--- src/design/balu_pkg.sv ---
// Package for the byte ALU with register file: widths, action codes, flag positions
// and the structs passed between the datapath modules. No dependencies.
package balu_pkg;

    localparam int REG_W    = 8;
    localparam int IDX_W    = 5;
    localparam int NUM_REGS = 32;
    localparam int PAIR_W   = 2 * REG_W;
    localparam int ROWS     = NUM_REGS / 2;
    localparam int ROW_W    = IDX_W - 1;
    localparam int INSTR_W  = 16;
    localparam int ACT_W    = 3;
    localparam int STATUS_W = 8;

    typedef logic [ACT_W-1:0] t_action;

    localparam t_action ACT_ADC  = 3'd0;
    localparam t_action ACT_ADD  = 3'd1;
    localparam t_action ACT_ADIW = 3'd2;
    localparam t_action ACT_AND  = 3'd3;
    localparam t_action ACT_ANDI = 3'd4;
    localparam t_action ACT_LOAD = 3'd5;

    localparam int FLAG_C = 0;
    localparam int FLAG_Z = 1;
    localparam int FLAG_N = 2;
    localparam int FLAG_V = 3;
    localparam int FLAG_S = 4;
    localparam int FLAG_H = 5;
    localparam int FLAG_T = 6;
    localparam int FLAG_I = 7;

    localparam logic [IDX_W-1:0] ADIW_BASE = 5'd24;

    typedef struct packed {
        t_action          action;
        logic [IDX_W-1:0] dest;
        logic [IDX_W-1:0] src;
        logic [REG_W-1:0] imm;
    } t_op;

    typedef struct packed {
        logic              we;
        logic [ROW_W-1:0]  row;
        logic [PAIR_W-1:0] data;
    } t_wr;

    typedef struct packed {
        logic [IDX_W-1:0]    dest;
        logic [REG_W-1:0]    lo;
        logic [REG_W-1:0]    hi;
        logic [STATUS_W-1:0] status;
    } t_res;

endpackage

--- src/design/balu_ifs.sv ---
// Valid/ready channel interfaces for the byte ALU: instruction input and result output.
// Depends on balu_pkg for field widths.
interface balu_in_if;
    logic                               valid;
    logic                               ready;
    logic [balu_pkg::ACT_W-1:0]         action;
    logic [balu_pkg::INSTR_W-1:0]       instruction;
    logic [balu_pkg::IDX_W-1:0]         load_index;
    logic [balu_pkg::REG_W-1:0]         load_value;

    modport source (output valid, action, instruction, load_index, load_value, input ready);
    modport sink   (input valid, action, instruction, load_index, load_value, output ready);
endinterface

interface balu_out_if;
    logic                               valid;
    logic                               ready;
    logic [balu_pkg::IDX_W-1:0]         dest_index;
    logic [balu_pkg::REG_W-1:0]         result_low;
    logic [balu_pkg::REG_W-1:0]         result_high;
    logic [balu_pkg::STATUS_W-1:0]      status;

    modport source (output valid, dest_index, result_low, result_high, status, input ready);
    modport sink   (input valid, dest_index, result_low, result_high, status, output ready);
endinterface

--- src/design/balu_ram.sv ---
// Generic simple dual-port RAM: one write port, one read port with registered read data.
// Read during write to the same address returns the old contents. No dependencies.
module balu_ram #(
    parameter int P_WIDTH = 16,
    parameter int P_DEPTH = 16
) (
    input  logic                       i_clk,
    input  logic                       i_we,
    input  logic [$clog2(P_DEPTH)-1:0] i_waddr,
    input  logic [P_WIDTH-1:0]         i_wdata,
    input  logic                       i_re,
    input  logic [$clog2(P_DEPTH)-1:0] i_raddr,
    output logic [P_WIDTH-1:0]         o_rdata
);

    logic [P_WIDTH-1:0] r_mem [P_DEPTH];
    logic [P_WIDTH-1:0] r_rdata;

    always_ff @(posedge i_clk) begin
        if (i_we) begin
            r_mem[i_waddr] <= i_wdata;
        end
        if (i_re) begin
            r_rdata <= r_mem[i_raddr];
        end
    end

    assign o_rdata = r_rdata;

endmodule

--- src/design/balu_exec.sv ---
// ALU execute logic: computes the result byte or word, the new status and the row write-back.
// Depends on balu_pkg.
module balu_exec (
    input  balu_pkg::t_op                     i_op,
    input  logic [balu_pkg::PAIR_W-1:0]       i_pair_d,
    input  logic [balu_pkg::PAIR_W-1:0]       i_pair_s,
    input  logic [balu_pkg::STATUS_W-1:0]     i_status,
    output balu_pkg::t_res                    o_res,
    output balu_pkg::t_wr                     o_wr
);

    logic [balu_pkg::REG_W-1:0]    a;
    logic [balu_pkg::REG_W-1:0]    b;
    logic                          cin;
    logic [balu_pkg::REG_W:0]      sum9;
    logic [balu_pkg::REG_W-1:0]    add_res;
    logic [balu_pkg::REG_W-1:0]    carry_v;
    logic [balu_pkg::REG_W-1:0]    ovf_v;
    logic [balu_pkg::REG_W-1:0]    and_res;
    logic [balu_pkg::PAIR_W-1:0]   w_res;
    logic [balu_pkg::REG_W-1:0]    byte_out;
    logic [balu_pkg::STATUS_W-1:0] st;

    always_comb begin
        a   = i_op.dest[0] ? i_pair_d[balu_pkg::PAIR_W-1:balu_pkg::REG_W]
                           : i_pair_d[balu_pkg::REG_W-1:0];
        b   = i_op.src[0]  ? i_pair_s[balu_pkg::PAIR_W-1:balu_pkg::REG_W]
                           : i_pair_s[balu_pkg::REG_W-1:0];
        cin = (i_op.action == balu_pkg::ACT_ADC) ? i_status[balu_pkg::FLAG_C] : 1'b0;

        sum9    = {1'b0, a} + {1'b0, b} + {{balu_pkg::REG_W{1'b0}}, cin};
        add_res = sum9[balu_pkg::REG_W-1:0];
        carry_v = (a & b) | (b & ~add_res) | (~add_res & a);
        ovf_v   = (a & b & ~add_res) | (~a & ~b & add_res);

        and_res = (i_op.action == balu_pkg::ACT_ANDI) ? (a & i_op.imm) : (a & b);
        w_res   = i_pair_d + {{(balu_pkg::PAIR_W - 6){1'b0}}, i_op.imm[5:0]};

        st       = i_status;
        byte_out = '0;
        o_res    = '0;
        o_wr.we  = 1'b0;
        o_wr.row = i_op.dest[balu_pkg::IDX_W-1:1];

        case (i_op.action) inside
            balu_pkg::ACT_ADC, balu_pkg::ACT_ADD: begin
                byte_out            = add_res;
                st[balu_pkg::FLAG_H] = carry_v[3];
                st[balu_pkg::FLAG_V] = ovf_v[7];
                st[balu_pkg::FLAG_N] = add_res[7];
                st[balu_pkg::FLAG_Z] = (add_res == '0);
                st[balu_pkg::FLAG_C] = carry_v[7];
                st[balu_pkg::FLAG_S] = add_res[7] ^ ovf_v[7];
                o_wr.we             = 1'b1;
                o_res.dest          = i_op.dest;
            end
            balu_pkg::ACT_AND, balu_pkg::ACT_ANDI: begin
                byte_out            = and_res;
                st[balu_pkg::FLAG_V] = 1'b0;
                st[balu_pkg::FLAG_N] = and_res[7];
                st[balu_pkg::FLAG_Z] = (and_res == '0);
                st[balu_pkg::FLAG_S] = and_res[7];
                o_wr.we             = 1'b1;
                o_res.dest          = i_op.dest;
            end
            balu_pkg::ACT_LOAD: begin
                byte_out   = i_op.imm;
                o_wr.we    = 1'b1;
                o_res.dest = i_op.dest;
            end
            default: begin
                byte_out = '0;
            end
        endcase

        o_res.lo = byte_out;
        o_wr.data = i_op.dest[0] ? {byte_out, i_pair_d[balu_pkg::REG_W-1:0]}
                                 : {i_pair_d[balu_pkg::PAIR_W-1:balu_pkg::REG_W], byte_out};

        if (i_op.action == balu_pkg::ACT_ADIW) begin
            st[balu_pkg::FLAG_V] = ~i_pair_d[15] & w_res[15];
            st[balu_pkg::FLAG_N] = w_res[15];
            st[balu_pkg::FLAG_Z] = (w_res == '0);
            st[balu_pkg::FLAG_C] = ~w_res[15] & i_pair_d[15];
            st[balu_pkg::FLAG_S] = w_res[15] ^ (~i_pair_d[15] & w_res[15]);
            o_wr.we              = 1'b1;
            o_wr.data            = w_res;
            o_res.dest           = i_op.dest;
            o_res.lo             = w_res[balu_pkg::REG_W-1:0];
            o_res.hi             = w_res[balu_pkg::PAIR_W-1:balu_pkg::REG_W];
        end

        o_res.status = st;
    end

endmodule

--- src/design/byte_alu_with_register_file_core.sv ---
// Top level of the byte ALU with register file: decode, register-file memories, execute stage
// and output register. Depends on balu_pkg, balu_ifs, balu_ram and balu_exec.
//
// One instruction per clock unless the output stalls: a transaction on the input is decoded
// and its register pairs are read from two 16 x 16-bit register-file copies (one per operand,
// rows hold an even/odd register pair); once the output register can take the result, the
// execute stage computes, writes the row back to both copies and loads the output register.
// The last write-back is forwarded to the execute stage, so dependent instructions follow
// back to back. The output register decouples the sides: input ready drops only while the
// execute stage is full, a result is held and the output side is not ready. Register file
// and status are zero after reset; each row has a valid bit, so no clearing pass is needed.
module byte_alu_with_register_file_core (
    input  logic             i_clk,
    input  logic             i_rst_n,
    balu_in_if.sink          i_in,
    balu_out_if.source       o_out
);

    balu_pkg::t_op                     dec_op;
    balu_pkg::t_op                     r_op;
    logic                              r_s1_valid;
    logic                              in_go;
    logic                              s1_go;
    logic [balu_pkg::PAIR_W-1:0]       ram_d;
    logic [balu_pkg::PAIR_W-1:0]       ram_s;
    logic [balu_pkg::PAIR_W-1:0]       pair_d;
    logic [balu_pkg::PAIR_W-1:0]       pair_s;
    logic [balu_pkg::ROWS-1:0]         r_row_valid;
    logic [balu_pkg::ROWS-1:0]         n_row_valid;
    logic                              r_fwd_valid;
    logic [balu_pkg::ROW_W-1:0]        r_fwd_row;
    logic [balu_pkg::PAIR_W-1:0]       r_fwd_data;
    logic [balu_pkg::STATUS_W-1:0]     r_status;
    logic                              r_out_valid;
    balu_pkg::t_res                    r_out;
    balu_pkg::t_res                    ex_res;
    balu_pkg::t_wr                     ex_wr;
    logic                              wr_en;
    logic [balu_pkg::ROW_W-1:0]        row_d;
    logic [balu_pkg::ROW_W-1:0]        row_s;

    always_comb begin
        dec_op.action = i_in.action;
        dec_op.dest   = {i_in.instruction[8], i_in.instruction[7:4]};
        dec_op.src    = {i_in.instruction[9], i_in.instruction[3:0]};
        dec_op.imm    = '0;
        unique case (i_in.action)
            balu_pkg::ACT_ADIW: begin
                dec_op.dest = balu_pkg::ADIW_BASE + {2'b00, i_in.instruction[5:4], 1'b0};
                dec_op.imm  = {2'b00, i_in.instruction[7:6], i_in.instruction[3:0]};
            end
            balu_pkg::ACT_ANDI: begin
                dec_op.dest = {1'b1, i_in.instruction[7:4]};
                dec_op.imm  = {i_in.instruction[11:8], i_in.instruction[3:0]};
            end
            balu_pkg::ACT_LOAD: begin
                dec_op.dest = i_in.load_index;
                dec_op.imm  = i_in.load_value;
            end
            default: begin
                dec_op.imm = '0;
            end
        endcase
    end

    assign s1_go       = r_s1_valid && (!r_out_valid || o_out.ready);
    assign i_in.ready  = !r_s1_valid || s1_go;
    assign in_go       = i_in.valid && i_in.ready;
    assign wr_en       = s1_go && ex_wr.we;
    assign row_d       = r_op.dest[balu_pkg::IDX_W-1:1];
    assign row_s       = r_op.src[balu_pkg::IDX_W-1:1];

    balu_ram #(
        .P_WIDTH (balu_pkg::PAIR_W),
        .P_DEPTH (balu_pkg::ROWS)
    ) u_ram_d (
        .i_clk   (i_clk),
        .i_we    (wr_en),
        .i_waddr (ex_wr.row),
        .i_wdata (ex_wr.data),
        .i_re    (in_go),
        .i_raddr (dec_op.dest[balu_pkg::IDX_W-1:1]),
        .o_rdata (ram_d)
    );

    balu_ram #(
        .P_WIDTH (balu_pkg::PAIR_W),
        .P_DEPTH (balu_pkg::ROWS)
    ) u_ram_s (
        .i_clk   (i_clk),
        .i_we    (wr_en),
        .i_waddr (ex_wr.row),
        .i_wdata (ex_wr.data),
        .i_re    (in_go),
        .i_raddr (dec_op.src[balu_pkg::IDX_W-1:1]),
        .o_rdata (ram_s)
    );

    always_comb begin
        if (r_fwd_valid && r_fwd_row == row_d) begin
            pair_d = r_fwd_data;
        end else if (r_row_valid[row_d]) begin
            pair_d = ram_d;
        end else begin
            pair_d = '0;
        end
        if (r_fwd_valid && r_fwd_row == row_s) begin
            pair_s = r_fwd_data;
        end else if (r_row_valid[row_s]) begin
            pair_s = ram_s;
        end else begin
            pair_s = '0;
        end
        n_row_valid = r_row_valid;
        if (wr_en) begin
            n_row_valid[ex_wr.row] = 1'b1;
        end
    end

    balu_exec u_exec (
        .i_op     (r_op),
        .i_pair_d (pair_d),
        .i_pair_s (pair_s),
        .i_status (r_status),
        .o_res    (ex_res),
        .o_wr     (ex_wr)
    );

    always_ff @(posedge i_clk) begin
        if (!i_rst_n) begin
            r_s1_valid  <= 1'b0;
            r_row_valid <= '0;
            r_fwd_valid <= 1'b0;
            r_status    <= '0;
            r_out_valid <= 1'b0;
        end else begin
            if (in_go) begin
                r_s1_valid <= 1'b1;
            end else if (s1_go) begin
                r_s1_valid <= 1'b0;
            end
            r_row_valid <= n_row_valid;
            if (wr_en) begin
                r_fwd_valid <= 1'b1;
            end
            if (s1_go) begin
                r_status    <= ex_res.status;
                r_out_valid <= 1'b1;
            end else if (o_out.ready) begin
                r_out_valid <= 1'b0;
            end
        end
    end

    always_ff @(posedge i_clk) begin
        if (in_go) begin
            r_op <= dec_op;
        end
        if (wr_en) begin
            r_fwd_row  <= ex_wr.row;
            r_fwd_data <= ex_wr.data;
        end
        if (s1_go) begin
            r_out <= ex_res;
        end
    end

    assign o_out.valid       = r_out_valid;
    assign o_out.dest_index  = r_out.dest;
    assign o_out.result_low  = r_out.lo;
    assign o_out.result_high = r_out.hi;
    assign o_out.status      = r_out.status;

    a_tflag_zero: assert property (@(posedge i_clk) disable iff (!i_rst_n)
        r_status[balu_pkg::FLAG_I:balu_pkg::FLAG_T] == 2'b00)
        else $error("T or I status bit set");

    a_s1_hold: assert property (@(posedge i_clk) disable iff (!i_rst_n)
        r_s1_valid && !s1_go |=> r_s1_valid && $stable(r_op))
        else $error("stalled execute stage lost its instruction");

    a_fwd_row_valid: assert property (@(posedge i_clk) disable iff (!i_rst_n)
        r_fwd_valid |-> r_row_valid[r_fwd_row])
        else $error("forwarded row not marked valid");

    a_reset_clear: assert property (@(posedge i_clk)
        !i_rst_n |=> r_row_valid == '0 && !r_out_valid && !r_s1_valid)
        else $error("reset did not clear control state");

endmodule

--- src/flat_wrapper.sv ---
// flat-port wrapper written by rule: the top's interface ports become plain ports
module byte_alu_with_register_file_core_flat 
  (i_clk, i_rst_n, i_in_valid, i_in_action, i_in_instruction, i_in_load_index, i_in_load_value, i_in_ready, o_out_valid, o_out_dest_index, o_out_result_low, o_out_result_high, o_out_status, o_out_ready);
  balu_in_if i_in_i ();
  balu_out_if o_out_i ();
  input  logic i_clk;
  input  logic i_rst_n;
  input wire logic [$bits(i_in_i.valid)-1:0] i_in_valid;
  input wire logic [$bits(i_in_i.action)-1:0] i_in_action;
  input wire logic [$bits(i_in_i.instruction)-1:0] i_in_instruction;
  input wire logic [$bits(i_in_i.load_index)-1:0] i_in_load_index;
  input wire logic [$bits(i_in_i.load_value)-1:0] i_in_load_value;
  output wire logic [$bits(i_in_i.ready)-1:0] i_in_ready;
  output wire logic [$bits(o_out_i.valid)-1:0] o_out_valid;
  output wire logic [$bits(o_out_i.dest_index)-1:0] o_out_dest_index;
  output wire logic [$bits(o_out_i.result_low)-1:0] o_out_result_low;
  output wire logic [$bits(o_out_i.result_high)-1:0] o_out_result_high;
  output wire logic [$bits(o_out_i.status)-1:0] o_out_status;
  input wire logic [$bits(o_out_i.ready)-1:0] o_out_ready;
  assign i_in_i.valid = i_in_valid;
  assign i_in_i.action = i_in_action;
  assign i_in_i.instruction = i_in_instruction;
  assign i_in_i.load_index = i_in_load_index;
  assign i_in_i.load_value = i_in_load_value;
  assign i_in_ready = i_in_i.ready;
  assign o_out_valid = o_out_i.valid;
  assign o_out_dest_index = o_out_i.dest_index;
  assign o_out_result_low = o_out_i.result_low;
  assign o_out_result_high = o_out_i.result_high;
  assign o_out_status = o_out_i.status;
  assign o_out_i.ready = o_out_ready;
  byte_alu_with_register_file_core u_core (.i_clk(i_clk), .i_rst_n(i_rst_n), .i_in(i_in_i), .o_out(o_out_i));
endmodule
--- config.mk ---
export PLATFORM = sky130hd
export DESIGN_NAME = byte_alu_with_register_file_core_flat
export DESIGN_NICKNAME = d
export VERILOG_FILES = /design/src/design/balu_pkg.sv /design/src/design/balu_ifs.sv /design/src/design/balu_ram.sv /design/src/design/balu_exec.sv /design/src/design/byte_alu_with_register_file_core.sv /design/src/flat_wrapper.sv
export SDC_FILE = /design/constraint.sdc
export NUM_CORES = 1
export LEC_CHECK = 0
export ABC_AREA = 1
export BUFFER_PORTS_ARGS = -buffer_cell sky130_fd_sc_hd__buf_2
export CAP_MARGIN = 40
export CORE_ASPECT_RATIO = 2
export CORE_UTILIZATION = 60
export DETAILED_ROUTE_END_ITERATION = 8
export PLACE_DENSITY_LB_ADDON = 0.08
export SYNTH_ARGS = -nofsm -noshare
export SYNTH_HDL_FRONTEND = slang
export SYNTH_SLANG_ARGS = --single-unit
--- constraint.sdc ---
create_clock -name i_clk -period 5.6 [get_ports i_clk]
set_input_delay 0 -clock i_clk [delete_from_list [all_inputs] [get_ports i_clk]]
set_output_delay 0 -clock i_clk [all_outputs]
set_load 0.1 [all_outputs]
Word-level counts from Yosys, hierarchy flattened
Memory sizes are Yosys's and may differ from the RTL's. A register that Yosys moved wholly into a read port is not among the register bits. Cells that the tools add are included.

Bits in registers: 93. RAM bits: 512. Word-level logic and storage cells: 112. Memories: 2.

Memories: u_core.u_ram_d.r_mem (depth 16, width 16, rd ports 1, clocked after Yosys merged registers in 1, write ports 1, line balu_ram.sv:16) `logic [P_WIDTH-1:0] r_mem [P_DEPTH];`; u_core.u_ram_s.r_mem (depth 16, width 16, rd ports 1, clocked after Yosys merged registers in 1, write ports 1, line balu_ram.sv:16).

Add/subtract/negate cells: 4. $lt $le $gt $ge: 3. Equality and inequality tests: 10. Multiplexer cells: 40. Bitwise gates (word level): 20. Reductions and logical operators: 18.

Operators by type and width (count): 2-to-1 mux 16 bit (6); AND 8 bit (7); 2-to-1 mux 8 bit (6); inverter 8 bit (3); bitwise OR 8 bit (3); one-hot mux 8 bit (3 select lines) (1); 2-to-1 mux 21 bit (1); 2-to-1 mux 5 bit (4); adder 16 x 6 -> 16 bit (1); zero test 16 bit (1); zero test 8 bit (2); 2-to-1 mux 1 bit (16); bitwise OR 16 bit (1); one-hot mux 5 bit (3 select lines) (1); equality test 3 bit, second input constant (4); less-than comparator 4 x 5 -> 1 bit, second input constant (2); equality test 3 x 2 -> 1 bit, second input constant (3); adder 8 x 1 -> 8 bit (1); adder 8 bit (1); binary-select mux 1 bit (select 4 bit) (2); equality test 4 bit (2); 2-to-1 mux 4 bit (2); logical AND 1 bit (6); adder 4 x 4 -> 5 bit, first input constant (1); other kinds (11) (18).

Depth between registers and ports, before layout
Depth in word-level cells: 13. Gate-level depth with buffers: 38. Mapped depth without buffers: 37.

Modules after synthesis
Synthesis repeated with hierarchy kept, for this count alone.

Cell total of the unflattened synthesis: 3117. Area, all modules: 30055.1 um^2.

Modules (own cells, without submodules): balu_ram at u_core.u_ram_s (times used 1, cells an instance 1074, area each 11541.1 um^2, seq. area each 8167.8 um^2); balu_ram at u_core.u_ram_d (times used 1, cells an instance 1076, area each 11539.8 um^2, seq. area each 8167.8 um^2); byte_alu_with_register_file_core (times used 1, cells an instance 511, area each 4570.6 um^2, seq. area each 2642.5 um^2); balu_exec (times used 1, cells an instance 456, area each 2403.6 um^2, seq. area each 0.0 um^2).

Worst setup path before layout
Ideal clock, no wire load.

Path type: register -> register. Start: reg u_core.r_op[9] (netlist name). End: reg u_core.r_fwd_data[15] (netlist name), data pin. Data arrival time: 4401 ps. Required time: 5308 ps. Path slack: 907 ps. Stages on the path, launching flop included: 27. Cells stage by stage: edfxtp_1 clkbuf_1 buf_2 o22ai_1 a21oi_1 nand4_1 inv_1 clkbuf_1 nand2_1 a32oi_1 ha_1 a21oi_1 and2_1 inv_1 a21oi_1 inv_1 a21oi_1 nor2_1 nor2_1 inv_1 a21oi_1 fa_1 nor2_1 a211oi_1 nand2_1 o21ai_0 o21bai_1.

RTL lines: from (decl) (line byte_alu_with_register_file_core.sv:20) `balu_pkg::t_op r_op;`; from (signal assigned) (line byte_alu_with_register_file_core.sv:157) `r_op <= dec_op;`; to (signal assigned) (line byte_alu_with_register_file_core.sv:161) `r_fwd_data <= ex_wr.data;`; to (decl) (line byte_alu_with_register_file_core.sv:32) `logic [balu_pkg::PAIR_W-1:0] r_fwd_data;`.

Worst setup path after layout
Start: reg u_core.r_op[14] (netlist name). End: reg u_core.r_status[1] (netlist name).

Word-level cells in the longest chain between the ends: 11.

Ends and longest elaborated chain: binary-select mux 1 bit (select 4 bit) (line byte_alu_with_register_file_core.sv:102) `end else if (r_row_valid[row_d]) begin`; 2-to-1 mux 1 bit (not written as such) (line byte_alu_with_register_file_core.sv:102); 2-to-1 mux 16 bit (line byte_alu_with_register_file_core.sv:102); 2-to-1 mux 16 bit * (line byte_alu_with_register_file_core.sv:100) `if (r_fwd_valid && r_fwd_row == row_d) begin`; branches (longest 6 deep; another with adder 8 bit); 2-to-1 mux 5 bit * (line balu_exec.sv:80) `if (i_op.action == balu_pkg::ACT_ADIW) begin`; to (signal assigned) (line byte_alu_with_register_file_core.sv:147) `r_status <= ex_res.status;`; to (decl) (line byte_alu_with_register_file_core.sv:33) `logic [balu_pkg::STATUS_W-1:0] r_status;`.

Mark *: on every way between the ends. The select of a mux whose other input is x is not followed. A chain may end at the register's enable or synchronous reset.

==> flow_summary_export.csv <==
group,metric,value,unit
logic_synthesis,yosysTopAreaCell,"edfxtp_1",
cells_and_area,fin_nets,2234,
setup_path,cp_data_arrival_time,5.78,ns
placed_design,gp_congestion,0.949,
setup_path,r2r_start,"u_core.r_op[14]$_DFFE_PP_",
placed_design,dp.cells,2539,
logic_synthesis,syn_area,0.0197,mm²
die,dieArea,0.0336,mm²
global_route,grt_pass1_vias,15720,
timing,hold_viol_final,0,
job,max-cap-violations,0,
clocking,clock_latency,0.54,ns
logic_synthesis,ys_seq_area_share,56.9,%
clocking,cts_sinks,381,
detailed_routing,avgRoutedWirePerCell,22.9,µm
power_and_ir_drop,vdd_drop_max,0.000445,V
logic_synthesis,synth-seq-cells,381,
logic_synthesis,synth_area_leaders,"edfxtp_1 54%, nand2_1 7.5%, o21ai_0 5.4%, a21oi_1 4.9%, nand3_1 4.6%",
die,num_rows,93,
detailed_routing,num_vias,16201,
logic_synthesis,synthCells,2108,
logic_synthesis,synthArstFlopShare,0,%
clocking,cts-root-buf,"clkbuf_16",
cells_and_area,nFillCells,2459,
detailed_routing,avgViaCountPerCell,6.17,
die,start_util,61.0,%
detailed_routing,drt_iter0_markers,1637,
logic_synthesis,synth_top_area_share,54.4,%
clocking,cts_buffer_depth,3,
placed_design,hpwl,39.2,mm
hold_path,min_from,"i_in_instruction[9]",
setup_path,reg2reg_slack,0.30,ns
setup_path,path_class,"reg -> reg",
power_and_ir_drop,pwr_density_cell,308,mW/mm²
timing,worst_slew_pin_slew,0.936,ns
die,die_x,130,µm
clocking,cts_inserted_buffers,34,
placed_design,placed_cell_area,0.0209,mm²
die,fp.dieH,258,µm
detailed_routing,drt-total-wl,60.1,mm
timing,period_needed,5.30,ns
hold_path,hold_path.class,"in -> reg",
die,ios,67,
cells_and_area,diodes,0,
setup_path,rr_worst_depth,35,
clocking,htreeDepth,2,
timing,holdWs,0.0831,ns
logic_synthesis,synth_cell_types,52,
timing,slew_violations,0,
detailed_routing,drc,0,
cells_and_area,drive_gt1_share,11.8,%
setup_path,r2r-end,"u_core.r_status[1]$_SDFFE_PN0P_",
global_route,grt_max_degree,104,
cells_and_area,syn_to_final_growth,14.1,%
setup_path,slowest_delay,0.50,ns
detailed_routing,ant_nets,0,
setup_path,critPathCaptureType,"flip-flop",
timing,fin_crit_sh,94.6,%
timing,slew_headroom,37.4,%
clocking,cts_tree,"built",
global_route,overflow,0,
timing,finalSetupViolCount,0,
logic_synthesis,yosys_warnings,0,
hold_path,whs_path_depth,1,
setup_path,worstSetupStartpointType,"flip-flop",
logic_synthesis,synth.most_common_cell,"nand2_1",
setup_path,critPathRequiredTime,6.09,ns
die,coreArea,0.0322,mm²
global_route,antenna_found_initial,1,
placed_design,io_buffers,60,
timing,skew,0.0259,ns
setup_path,path_common_cell,"nand2_1",
setup_path,crit_fanout,10,
logic_synthesis,synth-main-ff-cell,"edfxtp_1",
timing,timing.fmax,189,MHz
outcome,outcome,"completed",
cells_and_area,final_cell_area,0.0225,mm²
setup_path,crit_path_top_delay_cell,"edfxtp_1",
clocking,clkTransAtPathRegs,0.06,ns
logic_synthesis,synth_commonest_cells,"394 x nand2_1, 356 x edfxtp_1, 226 x inv_1",
detailed_routing,drtPass1Iterations,5,
cells_and_area,final_cells,2625,
global_route,grt_pass1_wl,89.2,mm
logic_synthesis,avgSynthCellArea,9.33,µm²
logic_synthesis,synth_edf_count,356,
power_and_ir_drop,p_leak,8.88,nW
global_route,grtUsageTotal,36.9,%
hold_path,whs_endpoint,"u_core.r_op[12]$_DFFE_PP_",
[stage by stage]
step / power [mW] / util, % / setup WS [ns] / setup TNS [ns]
4_1_cts: 6.91 / 69.5 / 0.218 / 0
5_1_grt: 7.12 / 69.7 / -0.0880 / -0.0880
3_5_place_dp: 4.32 / 64.9 / 0.291 / 0
6_report: 6.92 / 69.7 / 0.304 / 0
2_1_floorplan: 3.99 / - / 0.907 / 0
3_3_place_gp: 4.28 / 63.7 / 0.139 / 0
[placed cells by master (no fill, tap or decap), types with 7 or more instances in the layout]
| cell type | count |
|---|---|
| nor2_1 | 101 |
| nand4_1 | 10 |
| clkbuf_16 | 39 |
| buf_2 | 58 |
| o221ai_1 | 19 |
| xor2_1 | 8 |
| buf_16 | 9 |
| o21ai_0 | 211 |
| dfxtp_1 | 25 |
| buf_4 | 60 |
| o211ai_1 | 100 |
| nor2_4 | 12 |
| inv_1 | 222 |
| buf_12 | 8 |
| nand3_1 | 180 |
| inv_2 | 11 |
| o22ai_1 | 8 |
| ha_1 | 16 |
| nand2_1 | 393 |
| edfxtp_1 | 356 |
| a21oi_1 | 194 |
| dlygate4sd3_1 | 23 |
| nor2_2 | 10 |
| nand2_2 | 16 |
| clkinv_1 | 8 |
| bufinv_16 | 7 |
[what timing repair did]
action / 4_1_cts / 5_1_grt
endpoints found under the hold margin: 19 / 0
hold buffers: 23 / 0
endpoints found under the setup margin: 0 / 19
buffers inserted: 0 / 3
resized for setup: 0 / 5
[where the power goes]
group	switching [mW]	leakage [nW]	internal [mW]
clock network	1.02	0.606	1.59
registers	0.0521	3.47	3.25
logic	0.725	4.80	0.283
[sequential cells by signal (all words and copies together) (netlist names)]
signal / count
u_core.u_ram_s.r_mem: 256
u_core.r_op: 21
u_core.r_fwd_data: 16
u_core.r_row_valid: 16
u_core.u_ram_d.o_rdata: 16
u_core.u_ram_s.o_rdata: 16
u_core.o_out.result_high: 8
u_core.o_out.result_low: 8
u_core.o_out.status: 6
u_core.r_status: 6
u_core.o_out.dest_index: 5
u_core.r_fwd_row: 4
u_core.o_out.valid: 1
u_core.r_fwd_valid: 1
u_core.r_s1_valid: 1
[metal layers]
metal / wire [µm] / part of all wire, % / GRT usage, %
met5: 18 / 0.030 / 0
met4: 5500 / 9.2 / 31.5
met3: 4460 / 7.4 / 5.66
met2: 30500 / 51 / 62.1
met1: 19600 / 33 / 40.0
[layout make-up]
class	count	area (µm²)	share of cell area (%)
clock inverter	14	241	1.08
timing repair buffer	159	1390	6.19
clock buffer	46	1010	4.51
sequential	381	11200	49.8
multi-input combinational	1360	7180	32.0
tap	427	534	2.38
inverter	238	897	4.00
[logic make-up (layout without fill, tap and decap cells)]
family,after synthesis,in the layout,synth area share [%]
and+or+nand+nor,753,753,16.7
AOI/OAI and AO/OA,563,563,16.4
DFF,381,381,56.9
buffers and inverters,368,457,7.40
adders and majority gates,24,24,1.76
xor gates and xnor gates,14,14,0.623
muxes,4,4,0.204
other,1,2,0.0191
[how the worst max path moves through the flow]
stage                               from                                endpoint  slack, ns  cells after the start
6_report       u_core.r_op[14]$_DFFE_PP_         u_core.r_status[1]$_SDFFE_PN0P_       0.30                     35
4_1_cts        u_core.r_op[14]$_DFFE_PP_         u_core.r_status[1]$_SDFFE_PN0P_       0.22                     38
5_1_grt        u_core.r_op[14]$_DFFE_PP_         u_core.r_status[1]$_SDFFE_PN0P_      -0.09                     38
2_1_floorplan   u_core.r_op[9]$_DFFE_PP_         u_core.r_fwd_data[15]$_DFFE_PP_       0.91                     26
3_3_place_gp   u_core.r_op[14]$_DFFE_PP_  u_core.u_ram_s.r_mem[13][15]$_DFFE_PP_       0.14                     29
3_5_place_dp   u_core.r_op[14]$_DFFE_PP_    u_core.u_ram_s.r_mem[3][7]$_DFFE_PP_       0.29                     30
[worst max-delay path: cells and delay by family (launching register included)]
| kind | cells | cell delay (ns) |
|---|---|---|
| AOI/OAI and AO/OA | 2 | 0.28 |
| adders and majority gates | 2 | 0.73 |
| DFF | 1 | 0.50 |
| buffers and inverters | 6 | 0.75 |
| and+or+nand+nor | 25 | 2.98 |
Note: power is estimated with default switching activity, not from simulation.
